## src/gcvbp_pkg.sv

```systemverilog
package gcvbp_pkg;

  localparam int BLK_W      = 10;
  localparam int ENTRY_W    = 32;
  localparam int ERA_W      = 16;
  localparam int SCORE_W    = 32;
  localparam int WEIGHT_W   = 8;
  localparam int CODE_W     = 16;
  localparam int PPB_W      = 11;
  localparam int COUNT_W    = 11;
  localparam int CFG_IDX_W  = 3;
  localparam int CFG_DATA_W = 16;

  localparam int NUM_BLOCKS_DEF = 1024;
  localparam int FLAG_BITS_DEF  = 2;
  localparam int ID_BITS_DEF    = 16;

  localparam logic [COUNT_W-1:0]        COUNT_MAX   = '1;
  localparam int                        SCALE_SHIFT = 8;
  localparam logic signed [SCORE_W-1:0] SCORE_FLOOR = -32'sd2147483647;
  localparam logic [PPB_W-1:0]          PPB_RESET   = PPB_W'(64);

  localparam logic [CFG_IDX_W-1:0] REG_WEIGHT_ERASE_AGE = 3'd0;
  localparam logic [CFG_IDX_W-1:0] REG_WEIGHT_DELETED   = 3'd1;
  localparam logic [CFG_IDX_W-1:0] REG_WEIGHT_FREE      = 3'd2;
  localparam logic [CFG_IDX_W-1:0] REG_WEIGHT_USED      = 3'd3;
  localparam logic [CFG_IDX_W-1:0] REG_MAX_ERASE_COUNT  = 3'd4;
  localparam logic [CFG_IDX_W-1:0] REG_PAGES_PER_BLOCK  = 3'd5;
  localparam logic [CFG_IDX_W-1:0] REG_DELETED_ID_CODE  = 3'd6;
  localparam logic [CFG_IDX_W-1:0] REG_FREE_ID_CODE     = 3'd7;

  // Remainder of a block index by a constant block count, one restoring step per bit.
  function automatic logic [BLK_W-1:0] blk_mod(logic [BLK_W-1:0] v, int unsigned nb);
    logic [16:0] r;
    r = '0;
    for (int i = BLK_W - 1; i >= 0; i--) begin
      r = {r[15:0], v[i]};
      if (r >= 17'(nb)) begin
        r = r - 17'(nb);
      end
    end
    return r[BLK_W-1:0];
  endfunction

endpackage

```

## src/gcvbp_if.sv

```systemverilog
interface gcvbp_scan_if;
  logic                             valid;
  logic                             ready;
  logic [gcvbp_pkg::BLK_W-1:0]      block_index;
  logic [gcvbp_pkg::ENTRY_W-1:0]    lookup_entry;
  logic [gcvbp_pkg::ERA_W-1:0]      erase_count;
  logic                             last_entry;

  modport source (output valid, block_index, lookup_entry, erase_count, last_entry,
                  input ready);
  modport sink (input valid, block_index, lookup_entry, erase_count, last_entry,
                output ready);
endinterface

interface gcvbp_result_if;
  logic                                 valid;
  logic                                 ready;
  logic [gcvbp_pkg::BLK_W-1:0]          candidate_block;
  logic signed [gcvbp_pkg::SCORE_W-1:0] candidate_score;
  logic                                 found;

  modport source (output valid, candidate_block, candidate_score, found, input ready);
  modport sink (input valid, candidate_block, candidate_score, found, output ready);
endinterface

```

## src/gc_victim_block_picker_core.sv

```systemverilog
// Garbage-collection victim picker. The scan channel delivers one lookup entry
// per data page, tagged with its block index and erase count; the result
// channel returns one transaction for each entry marked last: the best block,
// its score and the found flag. Registers are written on the plain
// configuration port; the user must write them only while the block is idle,
// and the block itself does not enforce this. An entry that stays in the
// current block and is not last is absorbed without leaving the idle state.
// A change of block index scores the finished block first: the erase-age
// term, then for each of the three page fractions a multiply, a setup step,
// the bit-serial divider and an accumulate, then a compare. An entry marked
// last also scores its own block, and then the result moves into the output
// register and all scan state is cleared.
// The scan side is ready only between scoring passes.
// When the receiver stalls, the finished result waits in the output register;
// the next scan may proceed, and only its own final result waits for the
// register to free up.
// Synchronous reset restores the register defaults and clears the scan state.
module gc_victim_block_picker_core #(
  parameter int NUM_BLOCKS = gcvbp_pkg::NUM_BLOCKS_DEF,
  parameter int FLAG_BITS  = gcvbp_pkg::FLAG_BITS_DEF,
  parameter int ID_BITS    = gcvbp_pkg::ID_BITS_DEF
) (
  input  logic                                clk,
  input  logic                                rst,
  input  logic                                cfg_wr_en,
  input  logic [gcvbp_pkg::CFG_IDX_W-1:0]     cfg_index,
  input  logic [gcvbp_pkg::CFG_DATA_W-1:0]    cfg_data,
  gcvbp_scan_if.sink                          scan,
  gcvbp_result_if.source                      result
);

  localparam int EXT_W  = (FLAG_BITS + ID_BITS > gcvbp_pkg::ENTRY_W) ?
                          FLAG_BITS + ID_BITS : gcvbp_pkg::ENTRY_W;
  localparam int CW     = gcvbp_pkg::COUNT_W;
  localparam int WW     = gcvbp_pkg::WEIGHT_W;
  localparam int SW     = gcvbp_pkg::SCORE_W;
  localparam int PROD_W = WW + CW + 1;
  localparam int MAG_W  = WW + CW - 1;
  localparam int DIV_W  = MAG_W + gcvbp_pkg::SCALE_SHIFT;
  localparam int BIT_W  = $clog2(DIV_W);
  localparam int PW     = gcvbp_pkg::PPB_W;
  localparam int EAGE_W = WW + gcvbp_pkg::ERA_W + 1;

  localparam logic [3:0] ST_IDLE = 4'd0;
  localparam logic [3:0] ST_EAGE = 4'd1;
  localparam logic [3:0] ST_MUL  = 4'd2;
  localparam logic [3:0] ST_PREP = 4'd3;
  localparam logic [3:0] ST_DIV  = 4'd4;
  localparam logic [3:0] ST_ACC  = 4'd5;
  localparam logic [3:0] ST_CMP  = 4'd6;
  localparam logic [3:0] ST_SNAP = 4'd7;
  localparam logic [3:0] ST_EMIT = 4'd8;

  logic [3:0] state;

  logic signed [WW-1:0]                 weight_erase_age, weight_deleted;
  logic signed [WW-1:0]                 weight_free, weight_used;
  logic [gcvbp_pkg::ERA_W-1:0]          max_erase_count;
  logic [PW-1:0]                        pages_per_block;
  logic [gcvbp_pkg::CODE_W-1:0]         deleted_id_code, free_id_code;

  logic                                 seen;
  logic [gcvbp_pkg::BLK_W-1:0]          cur_blk;
  logic [gcvbp_pkg::ERA_W-1:0]          cur_era;
  logic [CW-1:0]                        del_cnt, free_cnt, used_cnt;

  logic [gcvbp_pkg::BLK_W-1:0]          s_blk;
  logic [gcvbp_pkg::ERA_W-1:0]          s_era;
  logic [CW-1:0]                        s_del, s_free, s_used;

  logic signed [SW-1:0]                 best_score;
  logic [CW-1:0]                        best_del;
  logic [gcvbp_pkg::BLK_W-1:0]          best_blk;
  logic                                 best_valid;

  logic                                 pend_last, final_pass;
  logic [1:0]                           term;
  logic signed [PROD_W-1:0]             prod;
  logic                                 neg;
  logic [DIV_W-1:0]                     quo;
  logic [PW-1:0]                        rem;
  logic [BIT_W-1:0]                     bit_cnt;
  logic signed [SW-1:0]                 acc;

  logic                                 out_valid;
  logic [gcvbp_pkg::BLK_W-1:0]          out_blk;
  logic signed [SW-1:0]                 out_score;
  logic                                 out_found;

  logic [gcvbp_pkg::BLK_W-1:0]          blk_in;
  logic                                 new_blk, boundary;
  logic [EXT_W-1:0]                     entry_ext;
  logic [ID_BITS-1:0]                   id_raw;
  logic [31:0]                          id_val, del_code_val, free_code_val;
  logic                                 is_del, is_free;
  logic [CW-1:0]                        base_del, base_free, base_used;
  logic [CW-1:0]                        del_upd, free_upd, used_upd;
  logic [gcvbp_pkg::ERA_W-1:0]          era_upd;

  logic [PW-1:0]                        den;
  logic signed [WW-1:0]                 w_sel;
  logic [CW-1:0]                        c_sel;
  logic signed [PROD_W-1:0]             mul_res;
  logic [PROD_W-1:0]                    prod_abs;
  logic [DIV_W-1:0]                     dividend;
  logic [PW:0]                          trial;
  logic [PW-1:0]                        rem_next;
  logic                                 qbit;
  logic [gcvbp_pkg::ERA_W-1:0]          age_gap;
  logic signed [EAGE_W-1:0]             eage_prod;
  logic signed [SW-1:0]                 q_ext;
  logic                                 better;

  always_comb begin
    blk_in        = gcvbp_pkg::blk_mod(scan.block_index, NUM_BLOCKS);
    new_blk       = !seen || (blk_in != cur_blk);
    boundary      = seen && (blk_in != cur_blk);
    entry_ext     = EXT_W'(scan.lookup_entry);
    id_raw        = entry_ext[FLAG_BITS +: ID_BITS];
    id_val        = {{(32 - ID_BITS){id_raw[ID_BITS-1]}}, id_raw};
    del_code_val  = {{(32 - gcvbp_pkg::CODE_W){deleted_id_code[gcvbp_pkg::CODE_W-1]}},
                     deleted_id_code};
    free_code_val = {{(32 - gcvbp_pkg::CODE_W){free_id_code[gcvbp_pkg::CODE_W-1]}},
                     free_id_code};
    is_del        = (id_val == del_code_val);
    is_free       = !is_del && (id_val == free_code_val);
    base_del      = new_blk ? '0 : del_cnt;
    base_free     = new_blk ? '0 : free_cnt;
    base_used     = new_blk ? '0 : used_cnt;
    del_upd       = base_del + CW'(is_del && (base_del != gcvbp_pkg::COUNT_MAX));
    free_upd      = base_free + CW'(is_free && (base_free != gcvbp_pkg::COUNT_MAX));
    used_upd      = base_used + CW'(!is_del && !is_free &&
                                    (base_used != gcvbp_pkg::COUNT_MAX));
    era_upd       = new_blk ? scan.erase_count : cur_era;
  end

  always_comb begin
    den = (pages_per_block == '0) ? PW'(1) : pages_per_block;
    case (term)
      2'd0:    begin w_sel = weight_deleted; c_sel = s_del;  end
      2'd1:    begin w_sel = weight_free;    c_sel = s_free; end
      default: begin w_sel = weight_used;    c_sel = s_used; end
    endcase
    mul_res   = PROD_W'(w_sel * $signed({1'b0, c_sel}));
    prod_abs  = prod[PROD_W-1] ? PROD_W'(-prod) : PROD_W'(prod);
    dividend  = {prod_abs[MAG_W-1:0], {gcvbp_pkg::SCALE_SHIFT{1'b0}}} +
                DIV_W'(den >> 1);
    trial     = {rem, quo[DIV_W-1]};
    qbit      = (trial >= {1'b0, den});
    rem_next  = qbit ? PW'(trial - {1'b0, den}) : trial[PW-1:0];
    age_gap   = max_erase_count - s_era;
    eage_prod = EAGE_W'(weight_erase_age * $signed({1'b0, age_gap}));
    q_ext     = SW'(quo);
    better    = !best_valid || (acc > best_score) ||
                ((acc == best_score) && (s_del > best_del));
  end

  assign scan.ready             = (state == ST_IDLE);
  assign result.valid           = out_valid;
  assign result.candidate_block = out_blk;
  assign result.candidate_score = out_score;
  assign result.found           = out_found;

  always_ff @(posedge clk) begin
    if (rst) begin
      state            <= ST_IDLE;
      weight_erase_age <= '0;
      weight_deleted   <= '0;
      weight_free      <= '0;
      weight_used      <= '0;
      max_erase_count  <= '0;
      pages_per_block  <= gcvbp_pkg::PPB_RESET;
      deleted_id_code  <= '1;
      free_id_code     <= '0;
      seen             <= 1'b0;
      cur_blk          <= '0;
      cur_era          <= '0;
      del_cnt          <= '0;
      free_cnt         <= '0;
      used_cnt         <= '0;
      best_score       <= gcvbp_pkg::SCORE_FLOOR;
      best_del         <= '0;
      best_blk         <= '0;
      best_valid       <= 1'b0;
      pend_last        <= 1'b0;
      final_pass       <= 1'b0;
      out_valid        <= 1'b0;
    end else begin
      if (cfg_wr_en) begin
        unique case (cfg_index)
          gcvbp_pkg::REG_WEIGHT_ERASE_AGE: weight_erase_age <= cfg_data[WW-1:0];
          gcvbp_pkg::REG_WEIGHT_DELETED:   weight_deleted   <= cfg_data[WW-1:0];
          gcvbp_pkg::REG_WEIGHT_FREE:      weight_free      <= cfg_data[WW-1:0];
          gcvbp_pkg::REG_WEIGHT_USED:      weight_used      <= cfg_data[WW-1:0];
          gcvbp_pkg::REG_MAX_ERASE_COUNT:  max_erase_count  <= cfg_data;
          gcvbp_pkg::REG_PAGES_PER_BLOCK:  pages_per_block  <= cfg_data[PW-1:0];
          gcvbp_pkg::REG_DELETED_ID_CODE:  deleted_id_code  <= cfg_data;
          gcvbp_pkg::REG_FREE_ID_CODE:     free_id_code     <= cfg_data;
          default: ;
        endcase
      end

      if (result.valid && result.ready && (state != ST_EMIT)) begin
        out_valid <= 1'b0;
      end

      unique case (state)
        ST_IDLE: begin
          if (scan.valid) begin
            seen      <= 1'b1;
            cur_blk   <= blk_in;
            cur_era   <= era_upd;
            del_cnt   <= del_upd;
            free_cnt  <= free_upd;
            used_cnt  <= used_upd;
            pend_last <= scan.last_entry;
            if (boundary) begin
              s_blk      <= cur_blk;
              s_era      <= cur_era;
              s_del      <= del_cnt;
              s_free     <= free_cnt;
              s_used     <= used_cnt;
              final_pass <= 1'b0;
              state      <= ST_EAGE;
            end else if (scan.last_entry) begin
              s_blk      <= blk_in;
              s_era      <= era_upd;
              s_del      <= del_upd;
              s_free     <= free_upd;
              s_used     <= used_upd;
              final_pass <= 1'b1;
              state      <= ST_EAGE;
            end
          end
        end
        ST_EAGE: begin
          acc   <= SW'(eage_prod);
          term  <= 2'd0;
          state <= ST_MUL;
        end
        ST_MUL: begin
          prod  <= mul_res;
          state <= ST_PREP;
        end
        ST_PREP: begin
          neg     <= prod[PROD_W-1];
          quo     <= dividend;
          rem     <= '0;
          bit_cnt <= '0;
          state   <= ST_DIV;
        end
        ST_DIV: begin
          rem     <= rem_next;
          quo     <= {quo[DIV_W-2:0], qbit};
          bit_cnt <= bit_cnt + BIT_W'(1);
          if (bit_cnt == BIT_W'(DIV_W - 1)) begin
            state <= ST_ACC;
          end
        end
        ST_ACC: begin
          acc <= neg ? (acc - q_ext) : (acc + q_ext);
          if (term == 2'd2) begin
            state <= ST_CMP;
          end else begin
            term  <= term + 2'd1;
            state <= ST_MUL;
          end
        end
        ST_CMP: begin
          if (better) begin
            best_score <= acc;
            best_del   <= s_del;
            best_blk   <= s_blk;
            best_valid <= 1'b1;
          end
          if (final_pass) begin
            state <= ST_EMIT;
          end else if (pend_last) begin
            state <= ST_SNAP;
          end else begin
            state <= ST_IDLE;
          end
        end
        ST_SNAP: begin
          s_blk      <= cur_blk;
          s_era      <= cur_era;
          s_del      <= del_cnt;
          s_free     <= free_cnt;
          s_used     <= used_cnt;
          final_pass <= 1'b1;
          state      <= ST_EAGE;
        end
        ST_EMIT: begin
          if (!out_valid || result.ready) begin
            out_valid  <= 1'b1;
            out_blk    <= best_valid ? best_blk : '0;
            out_score  <= best_valid ? best_score : '0;
            out_found  <= best_valid;
            seen       <= 1'b0;
            cur_blk    <= '0;
            cur_era    <= '0;
            del_cnt    <= '0;
            free_cnt   <= '0;
            used_cnt   <= '0;
            best_score <= gcvbp_pkg::SCORE_FLOOR;
            best_del   <= '0;
            best_blk   <= '0;
            best_valid <= 1'b0;
            pend_last  <= 1'b0;
            final_pass <= 1'b0;
            state      <= ST_IDLE;
          end
        end
        default: state <= ST_IDLE;
      endcase
    end
  end

endmodule
```

## src/flat_wrapper.sv

```systemverilog
// flat-port wrapper written by rule: the top's interface ports become plain ports
module gc_victim_block_picker_core_flat 
#(
  parameter int NUM_BLOCKS = gcvbp_pkg::NUM_BLOCKS_DEF,
  parameter int FLAG_BITS  = gcvbp_pkg::FLAG_BITS_DEF,
  parameter int ID_BITS    = gcvbp_pkg::ID_BITS_DEF
)
  (clk, rst, cfg_wr_en, cfg_index, cfg_data, scan_valid, scan_block_index, scan_lookup_entry, scan_erase_count, scan_last_entry, scan_ready, result_valid, result_candidate_block, result_candidate_score, result_found, result_ready);
  gcvbp_scan_if scan_i ();
  gcvbp_result_if result_i ();
  input  logic clk;
  input  logic rst;
  input  logic cfg_wr_en;
  input  logic [gcvbp_pkg::CFG_IDX_W-1:0] cfg_index;
  input  logic [gcvbp_pkg::CFG_DATA_W-1:0] cfg_data;
  input wire logic [$bits(scan_i.valid)-1:0] scan_valid;
  input wire logic [$bits(scan_i.block_index)-1:0] scan_block_index;
  input wire logic [$bits(scan_i.lookup_entry)-1:0] scan_lookup_entry;
  input wire logic [$bits(scan_i.erase_count)-1:0] scan_erase_count;
  input wire logic [$bits(scan_i.last_entry)-1:0] scan_last_entry;
  output wire logic [$bits(scan_i.ready)-1:0] scan_ready;
  output wire logic [$bits(result_i.valid)-1:0] result_valid;
  output wire logic [$bits(result_i.candidate_block)-1:0] result_candidate_block;
  output wire logic [$bits(result_i.candidate_score)-1:0] result_candidate_score;
  output wire logic [$bits(result_i.found)-1:0] result_found;
  input wire logic [$bits(result_i.ready)-1:0] result_ready;
  assign scan_i.valid = scan_valid;
  assign scan_i.block_index = scan_block_index;
  assign scan_i.lookup_entry = scan_lookup_entry;
  assign scan_i.erase_count = scan_erase_count;
  assign scan_i.last_entry = scan_last_entry;
  assign scan_ready = scan_i.ready;
  assign result_valid = result_i.valid;
  assign result_candidate_block = result_i.candidate_block;
  assign result_candidate_score = result_i.candidate_score;
  assign result_found = result_i.found;
  assign result_i.ready = result_ready;
  gc_victim_block_picker_core #(.NUM_BLOCKS(NUM_BLOCKS), .FLAG_BITS(FLAG_BITS), .ID_BITS(ID_BITS)) u_core (.clk(clk), .rst(rst), .cfg_wr_en(cfg_wr_en), .cfg_index(cfg_index), .cfg_data(cfg_data), .scan(scan_i), .result(result_i));
endmodule
```

## config.mk

```make
export PLATFORM = sky130hd
export DESIGN_NAME = gc_victim_block_picker_core_flat
export DESIGN_NICKNAME = d
export VERILOG_FILES = /design/src/gcvbp_pkg.sv /design/src/gcvbp_if.sv /design/src/gc_victim_block_picker_core.sv /design/src/flat_wrapper.sv
export SDC_FILE = /design/constraint.sdc
export NUM_CORES = 2
export LEC_CHECK = 0
export BUFFER_PORTS_ARGS = -buffer_cell sky130_fd_sc_hd__buf_4
export CORE_UTILIZATION = 63
export CTS_CLUSTER_SIZE = 25
export DETAILED_ROUTE_END_ITERATION = 12
export PLACE_DENSITY = 0.86
export SLEW_MARGIN = 30
export SYNTH_ARGS = -nofsm -noshare
export SYNTH_HDL_FRONTEND = slang
export SYNTH_SLANG_ARGS = --single-unit
```

## constraint.sdc

```tcl
create_clock -name clk -period 9.6 [get_ports clk]
set_input_delay 0 -clock clk [delete_from_list [all_inputs] [get_ports clk]]
set_output_delay 0 -clock clk [all_outputs]
set_load 0.01 [all_outputs]
```

### Yosys cells after proc, flatten, opt, wreduce, memory -nomap -nowiden

Index checks and enable logic that the tools add are counted.

| word-level totals | value |
|---|---|
| RAM bits | 0 |
| register bits | 411 |
| latch bits | 0 |
| memories | 0 |
| memory bits (read-only) | 0 |
| input bits | 83 |
| word-level logic and storage cells | 212 |

| cells by class | value |
|---|---|
| add/subtract/negate cells | 11 |
| divide/modulo/power cells | 0 |
| multiplexer cells | 79 |
| $lt $le $gt $ge | 3 |
| equal/unequal tests | 32 |
| bitwise gates (word level) | 1 |
| $mul | 2 |
| reduce and logical (&&, ||, !) cells | 47 |
| shift operators | 0 |

Operator list:

| cell | count |
|---|---|
| 11-bit two-way mux | 19 |
| 11-bit case mux with 2 select lines | 9 |
| 32-bit case mux with 2 select lines | 2 |
| 32-bit == test | 3 |
| 16-bit two-way mux | 6 |
| 32-bit two-way mux | 3 |
| 16-bit case mux with 2 select lines | 2 |
| 10-bit two-way mux | 6 |
| 10-bit case mux with 2 select lines | 3 |
| 26-bit case mux with 2 select lines | 1 |
| 4-bit case mux with 9 select lines | 1 |
| 11-bit by 1-bit adder with 11-bit output | 3 |
| 11-bit inequality test, second input constant | 3 |
| 32-bit by 27-bit adder with 32-bit output | 1 |
| 32-bit greater-than comparator | 1 |
| 32-bit by 27-bit subtractor with 32-bit output | 1 |
| 26-bit by 10-bit adder with 26-bit output | 1 |
| 8-bit by 17-bit multiplier with 25-bit output | 1 |
| 4-bit two-way mux | 6 |
| 2-bit AND reduction | 12 |
| 8-bit by 12-bit multiplier with 20-bit output | 1 |
| 18-bit two-way mux | 1 |
| 18-bit negator | 1 |
| 4-bit by 3-bit == test with 1-bit output, second input constant | 4 |
| 40 further kinds | 84 |

### Depth between registers and ports, before layout

| logic depth | value |
|---|---|
| depth in word-level cells | 11 |
| gate-level depth with buffers | 30 |
| depth with buffers taken out | 30 |

### Worst setup path after synthesis

Ideal clock, no wire load.

| path | value |
|---|---|
| path type | register to register |
| start point | reg u_core.s_era[1] (netlist bit) |
| end point | reg u_core.acc[24], data pin |
| slack | 2.819 ns |
| path buffers | 1 |
| arrival time | 6.497 ns |
| cell stages (with the launch flop) | 27 |
| cells stage by stage | edfxtp_1 inv_1 ha_1 nor2b_1 o21a_1 o21ai_1 a311oi_1 a2111oi_0 nor3_1 o31ai_1 and3_1 clkbuf_1 nor3b_1 fa_1 fa_1 fa_1 inv_1 fa_1 inv_1 ha_1 a21oi_1 o21ai_0 a21oi_1 o2111ai_1 and3_1 o21ai_0 o21ai_0 |

| between the ends | value |
|---|---|
| cells in the longest elaborated chain, start to end | 3 |

Ends and longest elaborated chain:

| element | line | text |
|---|---|---|
| start, declared | gc_victim_block_picker_core.sv:68 | `logic [gcvbp_pkg::ERA_W-1:0] s_era;` |
| start signal, assigned | gc_victim_block_picker_core.sv:219 | `s_era <= cur_era;` |
| start signal, assigned | gc_victim_block_picker_core.sv:227 | `s_era <= era_upd;` |
| start signal, assigned | gc_victim_block_picker_core.sv:286 | `s_era <= cur_era;` |
| 16-bit subtractor | gc_victim_block_picker_core.sv:151 | `age_gap = max_erase_count - s_era;` |
| 8-bit by 17-bit multiplier with 25-bit output | gc_victim_block_picker_core.sv:152 | `eage_prod = EAGE_W'(weight_erase_age * $signed({1'b0, age_gap}));` |
| 32-bit case mux with 2 select lines | gc_victim_block_picker_core.sv:207 | `unique case (state)` |
| end signal, assigned | gc_victim_block_picker_core.sv:237 | `acc <= SW'(eage_prod);` |
| end signal, assigned | gc_victim_block_picker_core.sv:261 | `acc <= neg ? (acc - q_ext) : (acc + q_ext);` |
| end, declared | gc_victim_block_picker_core.sv:83 | `logic signed [SW-1:0] acc;` |

No other way between the ends.
A chain may end at the register's enable or synchronous reset.

### Worst setup path in the final report

| path | value |
|---|---|
| start point | reg u_core.s_era[1] (netlist bit) |
| end point | reg u_core.acc[25], data pin |

The elaborated chain is that of the path after synthesis.

==> impl_metrics.toml <==
[status]
status = "finished clean"

[grt]
grt_max_degree = 93
grt_pass1_wl_um = 125000
grt-ovfl-total = 0
first_global_vias = 24900
grt_antenna_before_repair = 1
grt_usage_pct = 32.7

[synth]
post-synth-top-area-cell = "edfxtp_1"
synth-edff-count = 198
ys_top_cells_by_area = "edfxtp_1 (20%), dfxtp_1 (14%), fa_1 (9.7%)"
ys_async_sr_fraction_pct = 0
synth-main-ff-cell = "dfxtp_1"
yosys_warnings = 0
yosys-top-cells-count = "nand2_1 (393), a21oi_1 (290), inv_1 (287)"
yosysTopAreaCellShare_pct = 20.0
synthDistinctLibCells = 75
ys_seq_area_share_pct = 34.3
synth.cell_area_mm2 = 0.0297
synth_most_common_cell = "nand2_1"
synthCells = 3354
avgSynthCellArea_um2 = 8.86
synth-seq-cells = 410
synth_nets = 3805

[critical_path]
critPathRequiredTime_ns = 9.93
arrival_ns = 8.12
critPathLaunch = "u_core.s_era[1]$_DFFE_PP_"
r2r_cells = 27
startpoint_type = "flop"
worst-path-max-fanout = 8
cp_top_family = "compound AO/OA/AOI/OAI gates"
worst-path-stages = 27
r2r-start = "u_core.s_era[1]$_DFFE_PP_"
cp-endpoint = "u_core.acc[25]$_DFFE_PP_"
cp_slowest_cell = "a2111oi_0"
path_buf_inv = 5
critPathCaptureType = "flop"
r2r_end = "u_core.acc[25]$_DFFE_PP_"
r2r_slack_ns = 1.81
max_stage_delay_ns = 0.78
criticalPathCategory = "reg2reg"

[route]
viasPerCell = 6.19
num_vias = 25200
wirelength_um = 77000
ant_nets = 0
first_iter_violations = 2450
avgRoutedWirePerCell_um = 18.9
firstDrtPassIters = 6
drc = 0

[timing]
setup_tns_ns = 0
timing_worst_slew_pin_value_ns = 1.05
fin_crit_ns = 7.79
setup_viol = 0
finalCritPeriodShare_pct = 81.1
fmax_ghz = 0.128
slew_headroom_pct = 29.8
rsz0062_at_grt = "no"
slew_violations = 0
clock_skew_ns = 0.0514
finalHoldViolations = 0

[pwr]
p_leak_uw = 0.0136
total_power_uw = 4200
power.internal_uw = 3050
peakVddDrop_uv = 233
power.density_mw_per_mm2 = 127
p_sw_share_pct = 27.4
seqPwrFrac_pct = 45.9
switchingPower_uw = 1150
clock_power_share_pct = 40.8
power_frac_comb_pct = 13.3

[die]
dieArea_mm2 = 0.0480
die_x_um = 219
io_pins = 128
initial_utilization_pct = 63.8
core.rowCount = 79
die_h_um = 219
core_mm2 = 0.0466

[placement]
portBuffers = 111
gp_congestion = 0.948
dpl.hpwl_um = 52600

[layout]
area_growth_pct = 11.0
layout-drive-gt1-share_pct = 8.50
final_nets = 3886

[clock_network]
clkLatencyLatePin_ns = 0.62
path_clk_slew_ns = 0.06
cts_buffers = 44
cts_tree = "built"
clock_sinks = 410
cts_root_buf = "clkbuf_16"
cts_htree_levels = 2
clockBufferDepth = 3
cts_setup_buffers = 0

[hold_path]
hold_path_class = "in2reg"

[run]
max-cap-violations = 0
==> cell families after synthesis <==
| family | count (synthesis) | share of synthesized area [%] |
|---|---|---|
| AOI/OAI and AO/OA | 700 | 14.2 |
| xor gates and xnor gates | 172 | 5.07 |
| adders and majority gates | 368 | 19.1 |
| buffers and inverters | 451 | 6.03 |
| DFF | 410 | 34.3 |
| muxes | 29 | 1.05 |
| and+or+nand+nor | 1224 | 20.2 |
==> layout by cell type (no fill, tap or decap), types with 18 or more instances in the layout <==
cell type      netlist  layout
a22o_1              18      18
and3_1              30      30
xor2_1              84      84
and2_1             133     133
a211o_1             18      18
nand3_1             86      85
ha_1               224     224
nor2_1             242     235
nor4_1              28      27
mux2_2              18      18
edfxtp_1           198     198
a21oi_1            290     288
inv_1              287     287
a21o_1              35      35
nand2_1            393     391
dfxtp_1            212     212
fa_1               144     144
nor3_1              63      59
xnor2_1             88      87
buf_4                0     139
o31ai_1             36      36
nor3b_1             21      21
clkbuf_16            0      46
o21ai_1             42      42
nor2b_1             52      52
dlygate4sd3_1        0      57
o21ai_0            126     126
nand2b_1            58      58
nand4_1             59      59
==> power by group through the flow <==
stage	Sequential [uW]	Combinational, uW	Clock (uW)
after floorplan	1950	365	0
after global placement	1960	498	0
after detailed placement	1960	514	0
after CTS	1920	541	1720
after global routing	1930	610	1790
final	1930	558	1720
==> state kept, by name (all words and copies together), names as in the netlist, 19 cells and up <==
name,cells
u_core.acc,32
u_core.best_score,32
u_core.result.candidate_score,32
u_core.quo,26
u_core.prod,19
==> per-stage QoR <==
step	area (um^2)	util [%]	cells	setup WS, ns	hold slack (ns)
global placement	30900	66.4	3938	2.17	0.234
global route	33000	70.8	4079	1.40	0.0508
floorplan	29700	-	3354	2.82	0.118
CTS	33000	70.8	4078	1.97	0.0113
finish	33000	70.8	4079	1.81	0.0705
detailed placement	30900	66.4	3939	2.01	0.241
==> layer usage <==
layer,vias up,track usage (%),routed length (um)
li1,11700,-,-
met1,12000,40.6,30100
met2,1192,54.7,36200
met3,304,4.91,6380
met4,0,18.2,4250
met5,-,0,0
==> worst register-to-register path: stages (launching register included) <==
cell and delay [ns]:
edfxtp_1 0.38, inv_1 0.11, ha_1 0.23, nor2b_1 0.14
o21a_1 0.18, o21ai_1 0.24, a311oi_1 0.17, a2111oi_0 0.78
nor2_1 0.14, xnor2_1 0.59, nand2_1 0.15, fa_1 0.52
inv_1 0.05, fa_1 0.47, fa_1 0.55, inv_1 0.06
fa_1 0.53, inv_1 0.04, ha_1 0.34, a21o_1 0.18
a21oi_1 0.25, o21ai_0 0.17, a21oi_1 0.38, o2111ai_1 0.20
and3_1 0.19, o21ai_0 0.14, buf_4 0.20, o21ai_0 0.10
==> cell type report <==
type | instances | area [um^2]
well taps | 607 | 759
clock buffers | 57 | 1240
clock inverters | 25 | 219
inverters | 287 | 1080
flip-flops and latches | 410 | 10200
repair buffers | 199 | 1640
multi-input cells | 2493 | 17800
diodes | 1 | 2.50
fillers | 3303 | 13600
==> timing repair <==
action / CTS / global route
endpoints found under the setup margin: 0 / 0
resized for setup: 0 / 0
hold buffers: 57 / 0
endpoints found under the hold margin: 194 / 0
==> worst min-delay path by stage <==
stage | from | end | cells after the start
2_1_floorplan | cfg_data[10] | u_core.deleted_id_code[10]$_SDFFE_PP1P_ | 1
3_3_place_gp | cfg_data[11] | u_core.deleted_id_code[11]$_SDFFE_PP1P_ | 2
3_5_place_dp | cfg_data[11] | u_core.deleted_id_code[11]$_SDFFE_PP1P_ | 2
4_1_cts | cfg_index[1] | u_core.weight_used[2]$_SDFFE_PP0P_ | 4
5_1_grt | cfg_wr_en | u_core.weight_used[2]$_SDFFE_PP0P_ | 4
6_report | cfg_wr_en | u_core.weight_used[0]$_SDFFE_PP0P_ | 4
Note: power is estimated with default switching activity, not from simulation.
